===== config.mk =====
export PLATFORM = sky130hd
export DESIGN_NAME = lcd_decimal_nibble_writer
export DESIGN_NICKNAME = d
export VERILOG_FILES = /design/src/sv/lcdw_pkg.sv /design/src/sv/lcdw_bin2dec.sv /design/src/sv/lcd_decimal_nibble_writer.sv
export SDC_FILE = /design/constraint.sdc
export NUM_CORES = 1
export LEC_CHECK = 0
export BUFFER_PORTS_ARGS = -buffer_cell sky130_fd_sc_hd__buf_2
export CAP_MARGIN = 20
export CORE_ASPECT_RATIO = 0.7
export CORE_MARGIN = 3
export CORE_UTILIZATION = 60
export DETAILED_ROUTE_END_ITERATION = 7
export GPL_TIMING_DRIVEN = 0
export PLACE_DENSITY = 0.92
export SETUP_SLACK_MARGIN = 0.2
export SLEW_MARGIN = 30
export SYNTH_ARGS = -nofsm -noshare
export SYNTH_HDL_FRONTEND = slang
export SYNTH_HIERARCHICAL = 1
export SYNTH_SLANG_ARGS = --single-unit

===== constraint.sdc =====
create_clock -name clock -period 8.2 [get_ports clock]
set_input_delay 1.23 -clock clock [delete_from_list [all_inputs] [get_ports clock]]
set_output_delay 1.23 -clock clock [all_outputs]
set_load 0.01 [all_outputs]

===== src/sv/lcdw_pkg.sv =====
// lcdw_pkg: shared constants, payload types and the converter status struct
// for the decimal nibble writer. No dependencies.

package lcdw_pkg;

   localparam int DIGITS       = 5;
   localparam int TOTAL_BYTES  = 4 * (DIGITS + 1);
   localparam int IDX_W        = $clog2(TOTAL_BYTES);
   localparam int BYTE_IDX_W   = IDX_W - 2;
   localparam int CNT_W        = $clog2(DIGITS + 1);
   localparam int DIG_IDX_W    = (DIGITS > 1) ? $clog2(DIGITS) : 1;

   localparam int NUMBER_W     = 16;
   localparam int POSITION_W   = 7;

   localparam logic [7:0] ASCII_ZERO  = 8'd48;
   localparam logic [7:0] SET_ADDRESS = 8'h80;

   // n / 10 == (n * 52429) >> 19 for every 16-bit n
   localparam logic [31:0] DIV10_MULT  = 32'd52429;
   localparam int          DIV10_SHIFT = 19;

   localparam int          CSR_ADDR_W  = 3;
   localparam int          CSR_DATA_W  = 32;
   localparam logic [0:0]  REG_BACKLIGHT = 1'b0;

   typedef struct packed {
      logic [NUMBER_W-1:0]   number;
      logic [POSITION_W-1:0] position;
   } req_payload_type;

   typedef struct packed {
      logic [7:0] expander_byte;
      logic       last;
   } rsp_payload_type;

   typedef struct packed {
      logic                        done;
      logic [POSITION_W-1:0]       position;
      logic [DIGITS-1:0][3:0]      digits;
   } conv_status_type;

endpackage


===== src/sv/lcdw_bin2dec.sv =====
// lcdw_bin2dec: takes one input word and peels off its decimal digits, one per
// cycle, least significant first. Depends on lcdw_pkg.

module lcdw_bin2dec (
   input  logic                    clock,
   input  logic                    reset,
   input  logic                    req_valid,
   input  lcdw_pkg::req_payload_type req_payload,
   output logic                    req_stall,
   input  logic                    take,
   output lcdw_pkg::conv_status_type status
);
   import lcdw_pkg::*;

   logic                         busy_ff;
   logic [CNT_W-1:0]             cnt_ff;
   logic [NUMBER_W-1:0]          rem_ff;
   logic [POSITION_W-1:0]        pos_ff;
   logic [DIGITS-1:0][3:0]       dig_ff;

   logic [31:0]                  prod;
   logic [NUMBER_W-1:0]          quot;
   logic [NUMBER_W-1:0]          quot_x10;
   logic [NUMBER_W-1:0]          digit_full;
   logic                         done;
   logic                         accept;

   assign done      = busy_ff && (cnt_ff == CNT_W'(DIGITS));
   assign req_stall = busy_ff;
   assign accept    = req_valid && !busy_ff;

   assign prod       = 32'(rem_ff) * DIV10_MULT;
   assign quot       = NUMBER_W'(prod >> DIV10_SHIFT);
   assign quot_x10   = (quot << 3) + (quot << 1);
   assign digit_full = rem_ff - quot_x10;

   always_ff @(posedge clock) begin
      if (reset) begin
         busy_ff <= 1'b0;
         cnt_ff  <= '0;
      end else if (accept) begin
         busy_ff <= 1'b1;
         cnt_ff  <= '0;
      end else if (take) begin
         busy_ff <= 1'b0;
      end else if (busy_ff && !done) begin
         cnt_ff <= cnt_ff + CNT_W'(1);
      end
   end

   // digits shift toward the top so the most significant ends at index 0
   always_ff @(posedge clock) begin
      if (accept) begin
         rem_ff <= req_payload.number;
         pos_ff <= req_payload.position;
      end else if (busy_ff && !done) begin
         rem_ff <= quot;
         for (int i = DIGITS - 1; i > 0; i--) begin
            dig_ff[i] <= dig_ff[i-1];
         end
         dig_ff[0] <= digit_full[3:0];
      end
   end

   assign status.done     = done;
   assign status.position = pos_ff;
   assign status.digits   = dig_ff;

endmodule


===== src/sv/lcd_decimal_nibble_writer.sv =====
// lcd_decimal_nibble_writer: top level with register port, byte sequencer and
// output register. Depends on lcdw_pkg and lcdw_bin2dec.
//
// Usage: each word on the req_ channel (number, position) becomes 24 words on
// the rsp_ channel: the set-address instruction then five ASCII digits with
// leading zeros, each display byte split into four expander bytes (high
// nibble with enable set and cleared, then the low nibble likewise). last
// marks the 24th word. Throughput is one rsp word per cycle while rsp_stall
// is low, so one req word per 24 rsp words; the limit is the single output
// register. The digit converter runs one digit per cycle while the previous
// word's bytes are still going out. req_stall is high while the converter
// holds a word. When rsp_stall is high with a word in the output register,
// the register holds it and the sequencer pauses; nothing is lost. Reset
// (synchronous, active high) empties all stages and sets backlight_on to 1.
// The csr_ port is APB-style with pready always high; backlight_on lies at
// address 0.

module lcd_decimal_nibble_writer (
   input  logic                                clock,
   input  logic                                reset,
   input  logic                                req_valid,
   input  lcdw_pkg::req_payload_type           req_payload,
   output logic                                req_stall,
   output logic                                rsp_valid,
   output lcdw_pkg::rsp_payload_type           rsp_payload,
   input  logic                                rsp_stall,
   input  logic                                csr_psel,
   input  logic                                csr_penable,
   input  logic                                csr_pwrite,
   input  logic [lcdw_pkg::CSR_ADDR_W-1:0]     csr_paddr,
   input  logic [lcdw_pkg::CSR_DATA_W-1:0]     csr_pwdata,
   output logic [lcdw_pkg::CSR_DATA_W-1:0]     csr_prdata,
   output logic                                csr_pready
);
   import lcdw_pkg::*;

   logic                      backlight_ff;
   logic                      em_busy_ff;
   logic [IDX_W-1:0]          em_idx_ff;
   logic [POSITION_W-1:0]     em_pos_ff;
   logic [DIGITS-1:0][3:0]    em_dig_ff;
   logic                      rsp_valid_ff;
   rsp_payload_type           rsp_payload_ff;

   conv_status_type           cv;
   logic                      em_fire;
   logic                      last_fire;
   logic                      xfer;
   logic [BYTE_IDX_W-1:0]     byte_idx;
   logic [BYTE_IDX_W-1:0]     dig_pos;
   logic [3:0]                digit;
   logic [7:0]                disp_byte;
   logic [3:0]                nibble;
   logic                      csr_write;
   rsp_payload_type           rsp_payload_in;

   // register port
   assign csr_pready = 1'b1;
   assign csr_write  = csr_psel && csr_penable && csr_pwrite && csr_pready;

   always_ff @(posedge clock) begin
      if (reset) begin
         backlight_ff <= 1'b1;
      end else if (csr_write && (csr_paddr[2] == REG_BACKLIGHT)) begin
         backlight_ff <= csr_pwdata[0];
      end
   end

   assign csr_prdata = (csr_paddr[2] == REG_BACKLIGHT) ?
                       {{(CSR_DATA_W-1){1'b0}}, backlight_ff} : '0;

   lcdw_bin2dec u_conv (
      .clock       (clock),
      .reset       (reset),
      .req_valid   (req_valid),
      .req_payload (req_payload),
      .req_stall   (req_stall),
      .take        (xfer),
      .status      (cv)
   );

   // sequencer
   assign em_fire   = em_busy_ff && (!rsp_valid_ff || !rsp_stall);
   assign last_fire = em_fire && (em_idx_ff == IDX_W'(TOTAL_BYTES - 1));
   assign xfer      = cv.done && (!em_busy_ff || last_fire);

   always_ff @(posedge clock) begin
      if (reset) begin
         em_busy_ff <= 1'b0;
         em_idx_ff  <= '0;
      end else if (xfer) begin
         em_busy_ff <= 1'b1;
         em_idx_ff  <= '0;
      end else if (last_fire) begin
         em_busy_ff <= 1'b0;
      end else if (em_fire) begin
         em_idx_ff <= em_idx_ff + IDX_W'(1);
      end
   end

   always_ff @(posedge clock) begin
      if (xfer) begin
         em_pos_ff <= cv.position;
         em_dig_ff <= cv.digits;
      end
   end

   // byte 0 is the instruction, byte k > 0 is digit k-1 (most significant first)
   assign byte_idx = em_idx_ff[IDX_W-1:2];
   assign dig_pos  = byte_idx - BYTE_IDX_W'(1);
   assign digit    = em_dig_ff[dig_pos[DIG_IDX_W-1:0]];

   always_comb begin
      if (byte_idx == '0) begin
         disp_byte = SET_ADDRESS | {1'b0, em_pos_ff};
      end else begin
         disp_byte = ASCII_ZERO + {4'b0000, digit};
      end
      nibble = em_idx_ff[1] ? disp_byte[3:0] : disp_byte[7:4];
      rsp_payload_in.expander_byte = {nibble, backlight_ff, !em_idx_ff[0], 1'b0,
                                      (byte_idx != '0)};
      rsp_payload_in.last = (em_idx_ff == IDX_W'(TOTAL_BYTES - 1));
   end

   // output register
   always_ff @(posedge clock) begin
      if (reset) begin
         rsp_valid_ff <= 1'b0;
      end else if (em_fire) begin
         rsp_valid_ff <= 1'b1;
      end else if (!rsp_stall) begin
         rsp_valid_ff <= 1'b0;
      end
   end

   always_ff @(posedge clock) begin
      if (em_fire) begin
         rsp_payload_ff <= rsp_payload_in;
      end
   end

   assign rsp_valid   = rsp_valid_ff;
   assign rsp_payload = rsp_payload_ff;

endmodule


Word-level counts from Yosys, hierarchy flattened
Cells that the tools add are included.
{ "word_totals": {"reg_bits": 90, "out_inout_bits": 44, "word_cells": 76} }
{ "op_classes": {"add_sub_neg": 6, "multipliers": 1, "n_lt_le_gt_ge": 1, "n_eq_ne": 3, "muxes": 13, "bitwise": 4, "reduce_logical": 27} }
{ "ops": {"columns": ["cell", "count"], "rows": [
  ["16-bit by 16-bit multiplier with 32-bit output (second input constant)", 1],
  ["16-bit two-way mux", 2],
  ["4-bit binary-select mux with 3-bit select", 1],
  ["1-bit logical AND", 9],
  ["4-bit two-way mux", 2],
  ["8-bit two-way mux", 1],
  ["6-bit by 4-bit adder with 7-bit output (first input constant)", 1],
  ["1-bit two-way mux", 7],
  ["1-bit logical NOT", 6],
  ["2-bit AND reduction", 3],
  ["2-bit nonzero test", 3],
  ["5-bit by 1-bit adder with 5-bit output (second input constant)", 1],
  ["5-bit equality test (second input constant)", 1],
  ["4-bit adder", 1],
  ["3-bit by 4-bit less-than comparator with 1-bit output (second input constant)", 1],
  ["1-bit NOT", 4],
  ["2-bit OR reduction", 2],
  ["4-bit subtractor", 1],
  ["3-bit by 1-bit adder with 3-bit output (second input constant)", 1],
  ["3-bit equality test (second input constant)", 1],
  ["3-bit logical NOT", 1],
  ["3-bit nonzero test", 1],
  ["3-bit by 1-bit subtractor with 3-bit output (second input constant)", 1],
  ["1-bit logical OR", 2],
  ["2-bit by 1-bit inequality test with 1-bit output (second input constant)", 1]
]} }

Depth between registers and ports, before layout
Gate-level depths: netlist of the first run.
{ "depth": {"word_depth": 8, "ltp_mapped": 22} }

Cells and area by module
Netlist of the first run, hierarchy kept.
{ "modules_own_cells": {"columns": ["mod", "n_inst", "cells_per_inst", "area_each_um2", "seq_area_each_um2"], "rows": [
  ["lcdw_bin2dec", 1, 571, 6214.7, 1371.3],
  ["lcd_decimal_nibble_writer", 1, 160, 2120.8, 1211.2]
]} }

Worst setup path after synthesis of the first run
No wires, ideal clock.
{ "synth_path": {"kind": "register to register", "startpoint": "reg u_conv.rem_ff[3]", "endpoint": "reg u_conv.rem_ff[9] (data pin)", "setup_ns": 0.255, "arrival_ns": 5.471, "t_required_ns": 7.945, "slack_ns": 2.475, "stages_incl_launch_ff": 19, "n_path_buf": 0, "period_less_slack_ns": 5.725, "path_cell_list": "edfxtp_1 -> ha_1 -> inv_1 -> fa_1 -> inv_1 -> fa_1 -> fa_1 -> fa_1 -> inv_1 -> fa_1 -> inv_1 -> ha_1 -> nand4_2 -> o31ai_1 -> a2111oi_2 -> a211oi_4 -> or4_2 -> nand3_1 -> nand2_1"} }
{ "synth_via": {"elab_chain_cells": 3} }
{ "synth_rtl": {"columns": ["element", "line", "text"], "rows": [
  ["from (decl)", "lcdw_bin2dec.sv:17", "logic [NUMBER_W-1:0] rem_ff;"],
  ["from (signal assigned)", "lcdw_bin2dec.sv:54", "rem_ff <= req_payload.number;"],
  ["from (signal assigned)", "lcdw_bin2dec.sv:57", "rem_ff <= quot;"],
  ["16-bit by 16-bit multiplier with 32-bit output", "lcdw_bin2dec.sv:32", "assign prod = 32'(rem_ff) * DIV10_MULT;"],
  ["16-bit two-way mux", "lcdw_bin2dec.sv:56", "end else if (busy_ff && !done) begin"],
  ["16-bit two-way mux", "lcdw_bin2dec.sv:53", "if (accept) begin"]
]} }
No other way between the ends. The select of a mux whose other input is x is not followed.
A chain may end at the register's enable or synchronous reset.

Worst setup path in the final report of the first run
Same ends and word-level chain as after synthesis.

==> impl_metrics.json, run 1 <==
{
  "period_needed_ns": 6.660,
  "timing_hold_violations_final": 0,
  "drt_drc_violations_left": 0,
  "dr.first_iter.drc_count": 365,
  "die_area_mm2": 0.01537,
  "final_net_count": 1101,
  "postSynth.topFlopCell": "sky130_fd_sc_hd__edfxtp_1",
  "post-place-cells": 989,
  "initial_utilization": 0.6241,
  "fin_tns_setup_ns": 0,
  "die_height_um": 104.6,
  "layout-drive-gt1-share": 0.1378,
  "num-fill-cells": 920,
  "antenna_found_initial": 1,
  "synth.cells.most_frequent": "167 x sky130_fd_sc_hd__inv_1, 141 x sky130_fd_sc_hd__ha_1, 80 x sky130_fd_sc_hd__fa_1",
  "clock_insertion_delay_worst_skew_ns": 0.34,
  "dpl.hpwl_um": 15230,
  "antenna-diode-count": 0,
  "die-width_um": 146.9,
  "grt_remaining_overflow": 0,
  "finalSetupViolCount": 0,
  "seq_area_frac_synth": 0.3098,
  "maximum_fanout_along_the_worst_path": 6,
  "finalInstanceArea_mm2": 0.009166,
  "placed_area_mm2": 0.008895,
  "synth-warning-count": 6,
  "grt_first_pass_wirelength_um": 30450,
  "area.growth.synth_to_final_pct": 9.967,
  "drv.max_cap_violation_count": 0,
  "max_stage_delay_ns": 0.67,
  "tightest_slew_ns": 0.8830,
  "synth_area_per_cell_um2": 11.40,
  "endpoint_kind": "register",
  "globalRouteTotalUtil": 0.2577,
  "routed-via-count": 5618,
  "grtUsageMet3": 0.07586,
  "boundaryPins": 109,
  "rsz0062_at_grt": "false",
  "detail_route.vias_per_cell": 5.590,
  "num_rows": 35,
  "critical_path_required_ns": 8.30,
  "slew_headroom": 0.4051,
  "synth_largest_area_cell": "sky130_fd_sc_hd__edfxtp_1",
  "met2_usage": 0.4167,
  "first_global_vias": 5893,
  "syn-cell-area_mm2": 0.008335,
  "detail_route.wirelength_um": 18780,
  "post_cts_buffers": 0,
  "post_synth_num_cell_types": 64,
  "timing.critical_path.mode_cell": "sky130_fd_sc_hd__fa_1",
  "port-buffer-count": 42,
  "drtAntennaViolNets": 0,
  "fin_skew_ns": 0.007107,
  "max_clock_freq_mhz": 150.2,
  "cts.sink_count": 90,
  "cts.reportedPaths.clkPinSlew_ns": 0.06,
  "synthCells": 731,
  "synth_top_area_frac": 0.2810,
  "dominant_delay_contributor_by_cell_family_on_the_critical_path": "adder cells",
  "drt_pass_1_iters": 5,
  "postSynthRegisterBits": 90,
  "ys_top_cells_by_area": "sky130_fd_sc_hd__edfxtp_1 28%, sky130_fd_sc_hd__ha_1 21%, sky130_fd_sc_hd__fa_1 19%",
  "seq_cell_area_mm2": 0.002582,
  "max-clock-path-buffers": 2,
  "asyncSetResetFlopFracSynth": 0,
  "yosysMostFrequentCell": "sky130_fd_sc_hd__inv_1",
  "wl_per_cell_um": 18.69,
  "post_cts_resize_count": 0,
  "grt_most_used_layer": "met2",
  "critical_path.cell_chain": "ha_1 -> inv_1 -> fa_1 -> inv_1 -> fa_1 -> fa_1 -> fa_1 -> inv_1 -> fa_1 -> inv_1 -> ha_1 -> nand2_1 -> o21ai_0 -> a2111oi_2 -> a211oi_4 -> or4_2 -> nand3_1 -> nand2_1",
  "setup.worst_path.class": "reg2reg",
  "multi_input_area_mm2": 0.004945,
  "max_slew_violation_total_from_the_final_report": 0,
  "clock_tree.htree_level_count": 3,
  "ctsRootBufferMaster": "sky130_fd_sc_hd__clkbuf_16",
  "cp.arrival_ns": 6.76,
  "instances_no_fill": 1005,
  "run_status": "complete, no violations",
  "largest_net_degree_at_the_start_of_global_routing": 30,
  "tritoncts": "built",
  "critical_path.startpoint_type": "register",
  "synth-edff-count": 78,
  "cell_type_of_the_slowest_stage_on_the_worst_timing_path": "sky130_fd_sc_hd__a2111oi_2",
  "min_path_type": "reg2reg",
  "critical_path_buf_inv_count": 4,
  "final_min_period_over_clock_period": 0.8122,
  "placeableCoreArea_mm2": 0.01336,
  "ctsHoldBuffers": 0,
  "grt_util_met1": 0.3399,
  "worst_hold_slack_ns": 0.4131,
  "cts_made_buffers": 9,
  "global_placement_routability_congestion": 0.9546
}
## layout by cell type, fill, tap and decap left out, types with 9 or more instances in the layout
cell type and n:
sky130_fd_sc_hd__ha_1 141, sky130_fd_sc_hd__clkbuf_16 9, sky130_fd_sc_hd__a21oi_1 18, sky130_fd_sc_hd__buf_4 34, sky130_fd_sc_hd__nor2_1 17, sky130_fd_sc_hd__buf_2 44, sky130_fd_sc_hd__o21ai_0 10, sky130_fd_sc_hd__conb_1 33
sky130_fd_sc_hd__xnor2_1 12, sky130_fd_sc_hd__nand2_1 29, sky130_fd_sc_hd__inv_1 167, sky130_fd_sc_hd__dfxtp_1 12, sky130_fd_sc_hd__edfxtp_1 78, sky130_fd_sc_hd__xor2_1 9, sky130_fd_sc_hd__fa_1 80, sky130_fd_sc_hd__nand3_1 9
## worst paths after layout
| check | from | end | slack [ns] | cells after the start |
|---|---|---|---|---|
| min | u_conv/pos_ff[4] | em_pos_ff[4] | 0.41 | 0 |
| max | u_conv/rem_ff[3] | u_conv/rem_ff[9] | 1.54 | 18 |
| min reg2reg | u_conv/pos_ff[4] | em_pos_ff[4] | 0.41 | 0 |
| max reg2reg | u_conv/rem_ff[3] | u_conv/rem_ff[9] | 1.54 | 18 |
## kinds of logic after synthesis
group           count (synthesis)  share of synthesized area
flops                          90                     0.3098
buf+inv                       210                     0.1111
simple gates                  101                    0.06394
mux                             8                    0.01726
other cells                     2                  0.0009010
compound gates                 78                    0.07115
xor+xnor                       21                    0.02207
fa+ha+maj                     221                     0.4038
## layout make-up
cell class | instances | share of cell area
multi-input combinational | 462 | 0.5394
timing repair buffer | 42 | 0.02293
inverter | 167 | 0.06839
buffer | 43 | 0.03276
clock inverter | 6 | 0.004505
tap | 185 | 0.02525
sequential | 90 | 0.2817
clock buffer | 10 | 0.02498
## routing by layer
layer  part of all wire  vias to the layer above  wire length (um)
met4              0.022                        2               408
met2               0.47                      287              8807
met5             0.0011                        -                20
met3               0.11                       41              2039
li1                   -                     2561                 -
met1               0.40                     2727              7507
## sequential cells by signal (all words and copies together) (netlist names), 3 cells and up
name / flops
em_dig_ff: 20
em_idx_ff: 5
em_pos_ff: 7
rsp_payload: 8
u_conv/cnt_ff: 3
u_conv/pos_ff: 7
u_conv/rem_ff: 16
u_conv/status: 20
## worst reg2reg max path, delay by kind of cell (launching register included)
family	cells	cell delay, ns
AND/OR/NAND/NOR	4	0.92
flip-flops	1	0.55
adder cells (fa/ha/maj)	7	3.52
buffers and inverters	4	0.25
AO/OA/AOI/OAI	3	1.17
## metrics by stage
stage	worst slack, ns	utilization
2_1_floorplan	2.475	-
3_3_place_gp	1.727	0.6659
3_5_place_dp	1.676	0.6659
4_1_cts	1.631	0.6862
5_1_grt	1.365	0.6863
6_report	1.540	0.6863
Power of run 1 is not shown: default switching activity piles up to over one toggle a cycle in this logic, so the estimate is an artifact.
==> run 2, diff against run 1 <==
ABC_AREA = 1   (was not set)
CORE_UTILIZATION = 55   (was 60)
PLACE_DENSITY = 0.89   (was 0.92)
clock period = 5.95 ns   (was 8.2 ns; I/O delays follow)
==> impl_metrics.json, run 2 <==
{
  "synth.cells.most_frequent": "233 x sky130_fd_sc_hd__inv_1, 162 x sky130_fd_sc_hd__nand2_1, 141 x sky130_fd_sc_hd__ha_1",
  "slew_headroom": 0.3753,
  "globalRouteTotalUtil": 0.2653,
  "max_slew_violation_total_from_the_final_report": 0,
  "synth_largest_area_cell": "sky130_fd_sc_hd__edfxtp_1",
  "layout_common_cells": "223 x sky130_fd_sc_hd__inv_1, 158 x sky130_fd_sc_hd__nand2_1, 122 x sky130_fd_sc_hd__ha_1, 78 x sky130_fd_sc_hd__edfxtp_1, 76 x sky130_fd_sc_hd__fa_1",
  "cts.sink_count": 90,
  "synth-warning-count": 6,
  "postSynthRegisterBits": 90,
  "cts.reportedPaths.clkPinSlew_ns": 0.07,
  "tightest_slew_ns": 0.9370,
  "cts_made_buffers": 9,
  "grt_first_pass_wirelength_um": 37090,
  "layout-drive-gt1-share": 0.1863,
  "drv.max_cap_violation_count": 0,
  "layout.cells.most_common": "sky130_fd_sc_hd__inv_1",
  "syn-cell-area_mm2": 0.009016,
  "synth_top_area_frac": 0.2598,
  "max_clock_freq_mhz": 173.4,
  "period_needed_ns": 5.767,
  "final_min_period_over_clock_period": 0.9692,
  "initial_utilization": 0.5712,
  "largest_net_degree_at_the_start_of_global_routing": 29,
  "worst_case_register_to_register_setup_slack_ns": 0.18,
  "cell_type_of_the_slowest_stage_on_the_worst_timing_path": "sky130_fd_sc_hd__fa_2",
  "seq_area_frac_synth": 0.2864,
  "critical_path.startpoint_type": "register",
  "port-buffer-count": 42,
  "grt_remaining_overflow": 0,
  "placed_area_mm2": 0.009651,
  "detail_route.vias_per_cell": 5.417,
  "endpoint_kind": "register",
  "detail_route.wirelength_um": 24440,
  "multi_input_area_mm2": 0.005732,
  "dpl.hpwl_um": 18220,
  "drt_drc_violations_left": 0,
  "drt_pass_1_iters": 6,
  "fin_skew_ns": 0.01054,
  "synthCells": 980,
  "wl_per_cell_um": 18.43,
  "area.growth.synth_to_final_pct": 17.07,
  "synth_area_per_cell_um2": 9.200,
  "rsz0062_at_grt": "true",
  "antenna_found_initial": 0,
  "antenna-diode-count": 0,
  "die_height_um": 113.1,
  "max_stage_delay_ns": 0.58,
  "worst_hold_slack_ns": 0.4124,
  "global_placement_routability_congestion": 1.026,
  "critical_path_required_ns": 6.06,
  "tritoncts": "built",
  "utilization": 0.6687,
  "maximum_fanout_along_the_worst_path": 4,
  "boundaryPins": 109,
  "placeableCoreArea_mm2": 0.01579,
  "fin_tns_setup_ns": 0,
  "postSynth.topFlopCell": "sky130_fd_sc_hd__edfxtp_1",
  "final_net_count": 1387,
  "clock_tree.htree_level_count": 3,
  "cp.arrival_ns": 5.87,
  "min_path_type": "reg2reg",
  "die-width_um": 159.0,
  "ys_top_cells_by_area": "sky130_fd_sc_hd__edfxtp_1 26%, sky130_fd_sc_hd__ha_1 20%, sky130_fd_sc_hd__fa_1 18%",
  "asyncSetResetFlopFracSynth": 0,
  "drtAntennaViolNets": 0,
  "die_area_mm2": 0.01799,
  "setup.worst_path.class": "reg2reg",
  "synth-edff-count": 78,
  "finalSetupViolCount": 0,
  "run_status": "complete, no violations",
  "dr.first_iter.drc_count": 1034,
  "post_synth_num_cell_types": 40,
  "critical_path.cell_chain": "ha_4 -> inv_1 -> fa_2 -> inv_1 -> fa_1 -> fa_2 -> fa_2 -> fa_2 -> ha_4 -> nand2_2 -> nor2_4 -> inv_2 -> nor2_1 -> nand2_1 -> buf_4 -> nand3_1 -> and2_4 -> ha_4 -> xnor2_4 -> nand3_2 -> nand2_1 -> nand2_1 -> nand2_1 -> inv_1",
  "max-clock-path-buffers": 2,
  "timing_hold_violations_final": 0,
  "clock_insertion_delay_worst_skew_ns": 0.35,
  "seq_cell_area_mm2": 0.002582,
  "routed-via-count": 7183,
  "finalInstanceArea_mm2": 0.01056,
  "num_rows": 38,
  "ctsRootBufferMaster": "sky130_fd_sc_hd__clkbuf_16",
  "num-fill-cells": 1157,
  "yosysMostFrequentCell": "sky130_fd_sc_hd__inv_1",
  "critical_path_buf_inv_count": 5,
  "first_global_vias": 7282,
  "dominant_delay_contributor_by_cell_family_on_the_critical_path": "adder cells"
}
[run 2: timing repair]
item | CTS | global route
setup endpoints to repair | 2 | 3
hold endpoints to repair | 0 | 0
pin swaps | 7 | 31
gates resized for setup | 13 | 46
hold buffers | 0 | 0
gates cloned | 0 | 0
buffers inserted | 22 | 13
[run 2: worst reg2reg max path, cell delays in order, from the launching register on]
cell and delay [ns]:
sky130_fd_sc_hd__edfxtp_1 0.55, sky130_fd_sc_hd__ha_4 0.35, sky130_fd_sc_hd__inv_1 0.11, sky130_fd_sc_hd__fa_2 0.58
sky130_fd_sc_hd__inv_1 0.05, sky130_fd_sc_hd__fa_1 0.55, sky130_fd_sc_hd__fa_2 0.48, sky130_fd_sc_hd__fa_2 0.57
sky130_fd_sc_hd__fa_2 0.48, sky130_fd_sc_hd__ha_4 0.33, sky130_fd_sc_hd__nand2_2 0.11, sky130_fd_sc_hd__nor2_4 0.12
sky130_fd_sc_hd__inv_2 0.05, sky130_fd_sc_hd__nor2_1 0.09, sky130_fd_sc_hd__nand2_1 0.09, sky130_fd_sc_hd__buf_4 0.14
sky130_fd_sc_hd__nand3_1 0.11, sky130_fd_sc_hd__and2_4 0.18, sky130_fd_sc_hd__ha_4 0.15, sky130_fd_sc_hd__xnor2_4 0.14
sky130_fd_sc_hd__nand3_2 0.10, sky130_fd_sc_hd__nand2_1 0.07, sky130_fd_sc_hd__nand2_1 0.05, sky130_fd_sc_hd__nand2_1 0.06
sky130_fd_sc_hd__inv_1 0.04
[run 2: kinds of logic (layout without fill, tap and decap cells)]
group                      Yosys count  after routing  share of synthesized area
buffers and inverters              272            367                     0.1277
other                                2             33                  0.0008330
and+or+nand+nor                    311            311                     0.1536
xor gates and xnor gates            14             14                    0.01443
AOI/OAI and AO/OA                   70             70                    0.04371
adders and majority gates          221            221                     0.3733
DFF                                 90             90                     0.2864
[run 2: routing by layer]
metal,track usage,part of all wire,vias up,routed length [um]
met5,0,0,-,0
met4,0.06647,0.023,0,557
met3,0.09587,0.14,63,3327
met2,0.4094,0.44,469,10740
met1,0.3602,0.40,3373,9824
li1,-,-,3278,-
[run 2: layout make-up]
cell class	instances	share of cell area
Sequential cell	90	0.2447
Clock inverter	7	0.007112
Tap cell	220	0.02608
Timing Repair Buffer	79	0.04872
Buffer	37	0.02549
Inverter	235	0.08357
Multi-Input combinational cell	649	0.5430
Clock buffer	9	0.02134
[run 2: per-stage QoR]
step,instances,setup slack (ns)
final,1326,0.1834
after floorplan,1011,0.4408
after CTS,1313,0.2082
after global placement,1273,-0.1458
after detailed placement,1275,-0.1854
after global routing,1326,0.02568
[run 2: final timing paths]
| path | from | end | cells after the start |
|---|---|---|---|
| setup / recovery | u_conv/rem_ff[7] | u_conv/status[3] | 24 |
| hold / removal | u_conv/status[19] | em_dig_ff[19] | 0 |
| setup reg to reg | u_conv/rem_ff[7] | u_conv/status[3] | 24 |
| hold reg to reg | u_conv/status[19] | em_dig_ff[19] | 0 |
Power of run 2 is left out for the same reason.
==> run 3, diff against run 2 <==
CAP_MARGIN = not set   (was 20)
CORE_UTILIZATION = 52   (was 55)
PLACE_DENSITY = 0.85   (was 0.89)
REMOVE_ABC_BUFFERS = 1   (was not set)
==> impl_metrics.json, run 3 (synthesis results as in run 2) <==
{
  "run_status": "complete, no violations",
  "clock_insertion_delay_worst_skew_ns": 0.35,
  "cell_type_of_the_slowest_stage_on_the_worst_timing_path": "sky130_fd_sc_hd__fa_2",
  "largest_net_degree_at_the_start_of_global_routing": 29,
  "tritoncts": "built",
  "initial_utilization": 0.5418,
  "grt_first_pass_wirelength_um": 35830,
  "cts_made_buffers": 9,
  "die-width_um": 163.4,
  "detail_route.wirelength_um": 23350,
  "drt_drc_violations_left": 0,
  "wl_per_cell_um": 17.90,
  "timing_hold_violations_final": 0,
  "final_net_count": 1360,
  "grt_remaining_overflow": 0,
  "boundaryPins": 109,
  "drtAntennaViolNets": 0,
  "slew_headroom": 0.3835,
  "cts.reportedPaths.clkPinSlew_ns": 0.07,
  "max_slew_violation_total_from_the_final_report": 0,
  "layout-drive-gt1-share": 0.1696,
  "max-clock-path-buffers": 2,
  "cts.sink_count": 90,
  "port-buffer-count": 42,
  "detail_route.vias_per_cell": 5.264,
  "endpoint_kind": "register",
  "die_area_mm2": 0.01898,
  "layout.cells.most_common": "sky130_fd_sc_hd__inv_1",
  "cp.arrival_ns": 5.72,
  "ctsHoldBuffers": 0,
  "max_stage_delay_ns": 0.62,
  "global_placement_routability_congestion": 1.047,
  "period_needed_ns": 5.615,
  "routed-via-count": 6864,
  "tightest_slew_ns": 0.9237,
  "critical_path_required_ns": 6.05,
  "min_path_type": "reg2reg",
  "finalSetupViolCount": 0,
  "first_global_vias": 6982,
  "worst_hold_slack_ns": 0.4146,
  "worst_case_register_to_register_setup_slack_ns": 0.33,
  "dpl.hpwl_um": 17400,
  "setup.worst_path.class": "reg2reg",
  "antenna_found_initial": 0,
  "drt_pass_1_iters": 6,
  "utilization": 0.6207,
  "area.growth.synth_to_final_pct": 14.56,
  "timing.critical_path.mode_cell": "sky130_fd_sc_hd__inv_2",
  "fin_skew_ns": 0.01416,
  "antenna-diode-count": 0,
  "ctsRootBufferMaster": "sky130_fd_sc_hd__clkbuf_16",
  "globalRouteTotalUtil": 0.2477,
  "max_clock_freq_mhz": 178.1,
  "num_rows": 39,
  "die_height_um": 116.2,
  "maximum_fanout_along_the_worst_path": 4,
  "dr.first_iter.drc_count": 684,
  "layout_common_cells": "222 x sky130_fd_sc_hd__inv_1, 156 x sky130_fd_sc_hd__nand2_1, 122 x sky130_fd_sc_hd__ha_1, 78 x sky130_fd_sc_hd__edfxtp_1, 74 x sky130_fd_sc_hd__fa_1",
  "placeableCoreArea_mm2": 0.01664,
  "critical_path.startpoint_type": "register",
  "final_min_period_over_clock_period": 0.9438,
  "clock_tree.htree_level_count": 3,
  "rsz0062_at_grt": "false",
  "drv.max_cap_violation_count": 0
}
[run 3: changes by cell type in the layout (fill, tap and decap cells not counted), moves of 2 or more]
cell                         previous run  this run
sky130_fd_sc_hd__fa_2                   4         6
sky130_fd_sc_hd__buf_6                  5         3
sky130_fd_sc_hd__nand2_1              158       156
sky130_fd_sc_hd__clkinv_2               0         2
sky130_fd_sc_hd__fa_1                  76        74
sky130_fd_sc_hd__buf_4                 65        44
sky130_fd_sc_hd__clkinvlp_4             2         0
sky130_fd_sc_hd__buf_2                 44        42
[run 3: cell type report]
class	instances	area [um2]
fillers	1281	6311
well taps	225	281.5
clock buffers	10	229.0
flip-flops and latches	90	2582
multi-input cells	649	5727
clock inverters	6	52.55
repair buffers	89	574.3
inverters	235	882.1
[run 3: metrics by stage]
stage	setup WS, ns	setup TNS (ns)	instance area, um2	instances
final	0.3345	0	10330	1304
after global routing	0.1124	0	10330	1304
after CTS	0.2026	0	9918	1277
after detailed placement	-0.1709	-0.1709	9384	1243
after global placement	-0.1081	-0.1081	9355	1241
after floorplan	0.4408	0	8864	974
[run 3: metal layers]
metal	GRT usage	vias up	share of wire
li1	-	3212	-
met1	0.3382	3277	0.42
met2	0.3778	336	0.44
met3	0.09819	39	0.12
met4	0.05465	0	0.017
met5	0	-	0
[run 3: timing repair]
item / in CTS / in global routing
pin swaps: 9 / 37
endpoints found under the setup margin: 2 / 3
setup buffers: 18 / 27
gates cloned: 0 / 0
gates resized for setup: 16 / 45
hold endpoints to repair: 0 / 0
[run 3: critical path, delay by kind of cell, from the launching register on]
family	cells	cell delay (ns)
xor gates and xnor gates	1	0.15
adders and majority gates	8	3.45
buffers and inverters	7	0.34
DFF	1	0.55
and+or+nand+nor	11	0.89
[run 3: worst paths after layout]
check	cells after the start	start	endpoint
hold reg to reg	0	u_conv/status[19]	em_dig_ff[19]
hold / removal	0	u_conv/status[19]	em_dig_ff[19]
setup reg to reg	27	u_conv/rem_ff[6]	u_conv/status[3]
setup / recovery	27	u_conv/rem_ff[6]	u_conv/status[3]
Power of run 3 is left out for the same reason.
